===== src/rtl/twl_pkg.sv =====
// ---------------------------------------------------------------------------
// twl_pkg
// Types and constants shared by the time window table modules.
// ---------------------------------------------------------------------------
package twl_pkg;

    localparam int KEY_W    = 30;
    localparam int STAMP_W  = 32;
    localparam int DATA_W   = 64;
    localparam int POS_W    = 6;
    localparam int KIND_W   = 2;
    localparam int STATUS_W = 4;
    localparam int COUNT_W  = 7;
    localparam int WIN_W    = 16;

    localparam logic [WIN_W-1:0] WINDOW_RESET = WIN_W'(60 * 3);

    localparam logic [KIND_W-1:0] KIND_RECORD  = 2'd0;
    localparam logic [KIND_W-1:0] KIND_ADVANCE = 2'd1;
    localparam logic [KIND_W-1:0] KIND_READ    = 2'd2;

    localparam logic [STATUS_W-1:0] ST_INSERTED   = 4'd0;
    localparam logic [STATUS_W-1:0] ST_REPLACED   = 4'd1;
    localparam logic [STATUS_W-1:0] ST_STALE      = 4'd2;
    localparam logic [STATUS_W-1:0] ST_AHEAD      = 4'd3;
    localparam logic [STATUS_W-1:0] ST_FULL       = 4'd4;
    localparam logic [STATUS_W-1:0] ST_ADVANCED   = 4'd5;
    localparam logic [STATUS_W-1:0] ST_REJECTED   = 4'd6;
    localparam logic [STATUS_W-1:0] ST_READ_OK    = 4'd7;
    localparam logic [STATUS_W-1:0] ST_READ_EMPTY = 4'd8;

    typedef struct packed {
        logic [KEY_W-1:0]   key;
        logic [STAMP_W-1:0] stamp;
        logic [DATA_W-1:0]  data;
    } entry_t;

    typedef enum logic [1:0] {
        CELL_HOLD,
        CELL_SHIFT,
        CELL_LOAD
    } cell_ctl_t;

    typedef enum logic [1:0] {
        S_IDLE,
        S_WALK,
        S_FINISH
    } state_t;

    typedef enum logic [1:0] {
        M_NONE,
        M_RECORD,
        M_ADVANCE,
        M_READ
    } mode_t;

endpackage


===== src/rtl/twl_cell.sv =====
// ---------------------------------------------------------------------------
// twl_cell
// One table slot: holds, takes its right neighbor, or loads a new entry.
// ---------------------------------------------------------------------------
module twl_cell
    import twl_pkg::*;
(
    input  logic      clk,
    input  cell_ctl_t ctl,
    input  entry_t    nb,
    input  entry_t    ld,
    output entry_t    q
);

    entry_t q_reg;
    entry_t q_next;

    always_comb
    begin
        case (ctl)
            CELL_SHIFT: q_next = nb;
            CELL_LOAD:  q_next = ld;
            default:    q_next = q_reg;
        endcase
    end

    always_ff @(posedge clk)
    begin
        q_reg <= q_next;
    end

    assign q = q_reg;

endmodule


===== config.mk =====
export PLATFORM = sky130hd
export DESIGN_NAME = twl_cell
export DESIGN_NICKNAME = d
export VERILOG_FILES = /design/src/rtl/twl_pkg.sv /design/src/rtl/twl_cell.sv
export SDC_FILE = /design/constraint.sdc
export NUM_CORES = 1
export LEC_CHECK = 0
export ABC_AREA = 0
export BUFFER_PORTS_ARGS = -buffer_cell sky130_fd_sc_hd__buf_4
export CORE_AREA = 5 5 146 148
export CTS_CLUSTER_DIAMETER = 100
export CTS_CLUSTER_SIZE = 24
export DETAILED_ROUTE_END_ITERATION = 16
export DIE_AREA = 0 0 151 153
export PLACE_DENSITY = 0.71
export SETUP_SLACK_MARGIN = 0.02
export SYNTH_ARGS = -nofsm -noshare
export SYNTH_HDL_FRONTEND = slang
export SYNTH_SLANG_ARGS = --single-unit

===== constraint.sdc =====
create_clock -name clk -period 3.6 [get_ports clk]
set_clock_uncertainty 0.15 [all_clocks]
set_input_delay 0.54 -clock clk [delete_from_list [all_inputs] [get_ports clk]]
set_output_delay 0.54 -clock clk [all_outputs]
set_load 0.02 [all_outputs]

=== After elaboration in Yosys (flattened, before gate mapping) ===
Index checks and enable logic that the tools add are counted.
Widths: inputs -> output; s select.

* Register bits: 126
* Input bits: 255

* Reductions and logical operators: 1
* Equality and inequality tests: 2
* Mux-type cells: 1

{| class="wikitable"
|+ Operators with widths
! cell !! number
|-
| $pmux 126 s2 || 1
|-
| $eq 2x1->1 const B || 1
|-
| $eq 2x2->1 const B || 1
|-
| $reduce_bool 2->1 || 1
|}

=== Longest topological paths before layout ===
Gate-level depths: netlist of the first run.

* Depth in word-level cells: 2
* Gate-level depth with buffers: 6
* Depth with buffers taken out: 3

=== Worst setup path after synthesis of the first run ===
No wires, ideal clock.

* Kind: input to register
* Start: input port ctl[0]
* End: register q_reg, in the netlist q[0], enable pin
* Slack: -320 ps
* Arrival time: 3,290 ps
* Setup time: 479 ps
* Cell stages on the path: 3
* Path buffers: 0
* Cells stage by stage: inv_1 ha_1 inv_1

* Longest elaborated chain between the ends: 2
* Elaborated cells between the ends (all ways): 3
* Classes of those cells: eq/ne (2); reduce/logical (1)

{| class="wikitable"
|+ RTL lines
! what !! line !! RTL
|-
| start: declaration || twl_cell.sv:9 || <nowiki>input cell_ctl_t ctl,</nowiki>
|-
| $eq 2x2->1 / $eq 2x1->1 (equally long branches) || twl_cell.sv:20 || <nowiki>case (ctl)</nowiki>
|-
| $reduce_bool 2->1 (no source line) (*) || -- ||
|-
| end signal: assignment || twl_cell.sv:29 || <nowiki>q_reg <= q_next;</nowiki>
|-
| end: declaration || twl_cell.sv:15 || <nowiki>entry_t q_reg;</nowiki>
|}

Every way passes the cells marked *; elsewhere a longest branch is shown, timed or not.
A chain may end at the register's enable or synchronous reset.

==> impl_metrics.toml, run 1 <==
[setup_path]
crit_type = "in -> reg"
worstPathRequired_ns = 3.60
crit_arrival_ns = 1.96
startpoint_type = "input port"
crit_path_end_kind = "flop"
timing.critical_path.fanout_max = 54

[die]
rows = 52
initial_core_util_pct = 27.53
core_area_mm2 = 0.01991
die_h_um = 153
ios = 381
die_area_mm2 = 0.02310
die_w_um = 151

[cts]
cts_buffer_depth = 2
cts.hold.buffers_added = 0
cts_resized = 0
cts_buffers = 17
htreeDepth = 4
post_cts_buffers = 0
clock_sinks = 126
cts_root_buffer = "clkbuf_16"
cts_tree = "yes"
clkTransAtPathRegs_ns = 0.06

[final_layout]
diodes = 0
syn_to_final_growth_pct = 69.36
nets = 913
drive_above_1_share_pct = 80.60
largest_register_ffs = 126

[logic_synthesis]
ys_types = 7
netlist.area_leader.share_pct = 69.04
synthesis.area_mm2 = 0.005480
synth.avg_cell_area_um2 = 20.37
synth_largest_area_cell = "edfxtp_1"
syn_inst = 269
ys_warn_count = 0
synth-seq-cells = 126
synthArstFlopShare_pct = 0
synth.area.top_cells = "edfxtp_1 (69%), mux2_2 (18%), mux2_4 (11%)"
synth-main-ff-cell = "edfxtp_1"
synth-edff-count = 126
synth_most_common_cell = "edfxtp_1"
ys_seq_area_share_pct = 69.04
synth_common_cells = "edfxtp_1 (126), mux2_2 (86), mux2_4 (40), buf_2 (8), buf_6 (6)"
synthesis.nets = 525

[global_route]
grt_max_degree = 127
grt_pass1_wl_um = 23670
track_usage_pct = 13.54
grt_antenna_before_repair = 0
grt.overflow.total = 0
first_global_vias = 4245

[outcome]
status = "complete, no violations"

[placement]
port-buffer-count = 380
gp_congestion = 0.7597
dp_hpwl_um = 12770

[detailed_routing]
drc = 0
wl_per_cell_um = 17.44
vias = 3930
via_per_inst = 4.181
antenna_left = 0
drt-initial-drc-count = 183
drt_first_pass_iters = 4
routed_wl_um = 16400

[sta]
hold_viol = 0
worstMarginPinSlew_ns = 0.7396
fin_tns_setup_ns = 0
min_period_ns = 1.963
drv_slew = 0
period_share_pct = 54.53
holdWs_ns = 0.2826
fmax_mhz = 509.4
finalSetupViolCount = 0
relSlewSlack_pct = 50.69
rsz0062_at_grt = "no"

[power]
power.density_mw_per_mm2 = 524.0
p_leak_nw = 4.026
ir_drop_mv = 0.2863

[hold_path]
hp-class = "in -> reg"

[run]
maxCapViolCount = 0
path summary, 6_finish.rpt:
| kind | slack (ns) | depth (start not counted) | to | from |
|---|---|---|---|---|
| max | 1.64 | 5 | q[38]$_DFFE_PP_ | ctl[0] |
| min | 0.28 | 2 | q[104]$_DFFE_PP_ | ld[104] |
routing by layer:
layer	up-vias	wire length, µm	global-route usage (%)	share of wire, %
met5	-	0	0	0
met4	0	293	4.922	1.8
met3	16	1929	5.745	12
met2	232	8530	24.14	52
met1	1844	5642	14.05	34
li1	1838	-	-	-
logic make-up after synthesis:
logic type,Yosys count,synth area share [%]
fa+ha+maj,1,0.2283
flops,126,69.04
buf+inv,16,2.100
mux,126,28.63
worst max-delay path: stages:
cell    delay, ns
buf_4        0.10
inv_1        0.09
ha_4         0.44
buf_12       0.32
mux2_2       0.38
final cells by class:
type	count	area (µm²)
fillers	1802	10630
flip-flops and latches	126	3784
repair buffers	383	2913
multi-input cells	127	1594
clock buffers	17	425.4
well taps	270	337.8
clock inverters	15	216.5
inverters	2	11.26
through the flow:
stage	instance area [µm²]	total power (W)	worst slack, ns	utilization (%)	instances
final	9281	0.004863	1.637	46.62	940
after global routing	9281	0.005067	1.582	46.62	940
after CTS	9281	0.004935	1.649	46.62	940
after detailed placement	8640	0.003046	1.215	43.39	908
after global placement	8640	0.003030	1.239	43.39	908
after floorplan	5484	0.002451	0.3357	-	269
where the power goes:
part	internal [W]	switching [W]	leakage [nW]
Sequential	0.00187	0.0000638	1.23
Combinational	0.000548	0.000516	2.49
Clock	0.00123	0.000637	0.306
cell usage in the layout, fill, tap and decap left out:
master      instances
ha_4                1
clkinv_1            3
clkbuf_16          17
clkinvlp_4          3
buf_12              3
edfxtp_1          126
clkinv_2            1
mux2_4             40
mux2_2             86
inv_6               2
buf_4             380
clkinv_4            2
inv_1               1
bufinv_16           5
Note: power is estimated with default switching activity, not from simulation.
==> run 2, diff against run 1 <==
Clock period 3.6 ns to 1.8 ns, I/O delays scaled along.
==> run 2 against run 1 <==
Compared with the run above:
- design area increased by 21%
- total power is 110% higher
- critical path depth rose by 2
- via count up 21%
- utilization grew 9.6 points
- clock-buffer cell count rose by 1
- global-route usage rose by 3.5 points
- final cell count up 20%
- sequential share of layout area shrank 7.0 points
- critical path type unchanged
- critical endpoint is now q[119]$_DFFE_PP_
==> impl_metrics.toml, run 2 (same netlist as run 1, synthesis figures left out) <==
[hold_path]
hold_depth = 2
min_from = "nb[109]"
hp-class = "in -> reg"
min_to = "q[109]$_DFFE_PP_"

[die]
die_area_mm2 = 0.02310
die_w_um = 151
die_h_um = 153
rows = 52
initial_core_util_pct = 27.53
ios = 381
core_area_mm2 = 0.01991

[power]
power_w = 0.01017
internal_power_w = 0.007511
p_leak_nw = 4.866
ir_drop_mv = 0.5851
p_sw_share_pct = 26.15
p_clk_share_pct = 36.4
power.density_mw_per_mm2 = 908.3
power.share.combinational_pct = 25.5
p_seq_share_pct = 38.0
switchingPower_w = 0.002659

[final_layout]
drive_above_1_share_pct = 66.90
multi_input_area_mm2 = 0.001594
largest_register_ffs = 126
final_common_cell = "buf_4"
syn_to_final_growth_pct = 104.3
final_util_pct = 56.23
nets = 1098
mostFrequentLayoutCells = "buf_4 (397), dlygate4sd3_1 (156), edfxtp_1 (126)"
ff_latch_area_mm2 = 0.003784
filler_cell_count = 1555

[setup_path]
slowest_stage = "dlygate4sd3_1"
startpoint_type = "input port"
crit_type = "in -> reg"
timing.critical_path.fanout_max = 16
slowest_delay_ns = 0.56
crit_chain = "buf_4, inv_8, ha_4, buf_12, buf_16, mux2_4, dlygate4sd3_1"
startpoint = "ctl[0]"
crit_arrival_ns = 1.79
worstPathRequired_ns = 1.80
crit_path_end_kind = "flop"

[detailed_routing]
drt_first_pass_iters = 4
routed-wl-met2_um = 11080
highest-signal-layer = "met4"
wl_met3_um = 2147
wl_met1_um = 7305
drc = 0
drt-initial-drc-count = 139
vias = 4756
wl_per_cell_um = 18.53
routed_wl_um = 20860
via_per_inst = 4.224
antenna_left = 0

[global_route]
grt_antenna_before_repair = 1
first_global_vias = 5377
grt.overflow.total = 0
grt_max_degree = 57
grt_pass1_wl_um = 29680
track_usage_pct = 17.04

[sta]
rsz0062_at_grt = "yes"
period_share_pct = 99.39
setup_ws_ns = 0.01101
worstMarginPinSlew_ns = 0.3286
finalSetupViolCount = 0
min_period_ns = 1.789
hold_viol = 0
relSlewSlack_pct = 78.10
fin_tns_setup_ns = 0
fmax_mhz = 559.0
drv_slew = 0

[run]
maxCapViolCount = 0

[placement]
place_ws_ns = 0.04905
port-buffer-count = 380
gp_congestion = 0.7857
dp_hpwl_um = 14030

[cts]
clkTransAtPathRegs_ns = 0.06
htreeDepth = 4
cts_buffers = 17
cts_root_buffer = "clkbuf_16"
cts_tree = "yes"
clock_sinks = 126
cts_buffer_depth = 2

[outcome]
status = "complete, no violations"
[run 2: cell types whose count changed in the layout (fill, tap and decap cells not counted), moves of 2 or more]
cell / delta
clkinv_4: +3
clkinv_1: -3
buf_6: +3
buf_12: +8
dlygate4sd3_1: +156
inv_6: +2
buf_4: +17
[run 2: critical path, delay by kind of cell]
kind	cells	cell delay, ns
fa+ha+maj	1	0.15
buf+inv	5	1.05
mux	1	0.31
[run 2: per-layer routing]
| layer | vias to the layer above | GRT usage [%] |
|---|---|---|
| li1 | 2213 | - |
| met1 | 2266 | 17.46 |
| met2 | 257 | 30.99 |
| met3 | 20 | 7.196 |
| met4 | 0 | 5.527 |
| met5 | - | 0 |
[run 2: worst max path at each step]
stage / slack [ns] / depth (start not counted) / endpoint
final: 0.01 / 7 / q[119]$_DFFE_PP_
after global routing: 0.01 / 7 / q[119]$_DFFE_PP_
after CTS: 0.03 / 7 / q[110]$_DFFE_PP_
after detailed placement: 0.05 / 6 / q[74]$_DFFE_PP_
after global placement: 0.08 / 6 / q[90]$_DFFE_PP_
after floorplan: -1.12 / 3 / q[0]$_DFFE_PP_
[run 2: area by class of cell]
class                   instances  area share [%]
well taps                     270           3.017
flip-flops and latches        126           33.80
multi-input cells             127           14.24
diodes                          1         0.02235
repair buffers                568           43.08
clock buffers                  18           3.833
clock inverters                14           1.844
inverters                       2          0.1676
[run 2: metrics by stage]
step / cells / cell area, µm² / hold WS [ns]
after floorplan: 269 / 5504 / 0.3375
after global placement: 929 / 8917 / 0.4207
after detailed placement: 929 / 8917 / 0.4230
after CTS: 1110 / 11040 / 0.00004036
after global routing: 1126 / 11200 / 0.00008282
final: 1126 / 11200 / 0.01909
[run 2: power groups by stage]
stage	clock network (W)	logic, W	registers (W)
2_1_floorplan	0	0.000425	0.00448
3_3_place_gp	0	0.00225	0.00390
3_5_place_dp	0	0.00228	0.00392
4_1_cts	0.00379	0.00256	0.00386
5_1_grt	0.00394	0.00272	0.00391
6_report	0.00370	0.00260	0.00387
[run 2: what timing repair did]
action | 4_1_cts | 5_1_grt
endpoints found under the hold margin | 87 | 6
resized for setup | 0 | 4
endpoints found under the setup margin | 0 | 14
hold buffers | 149 | 7
buffers inserted | 0 | 8
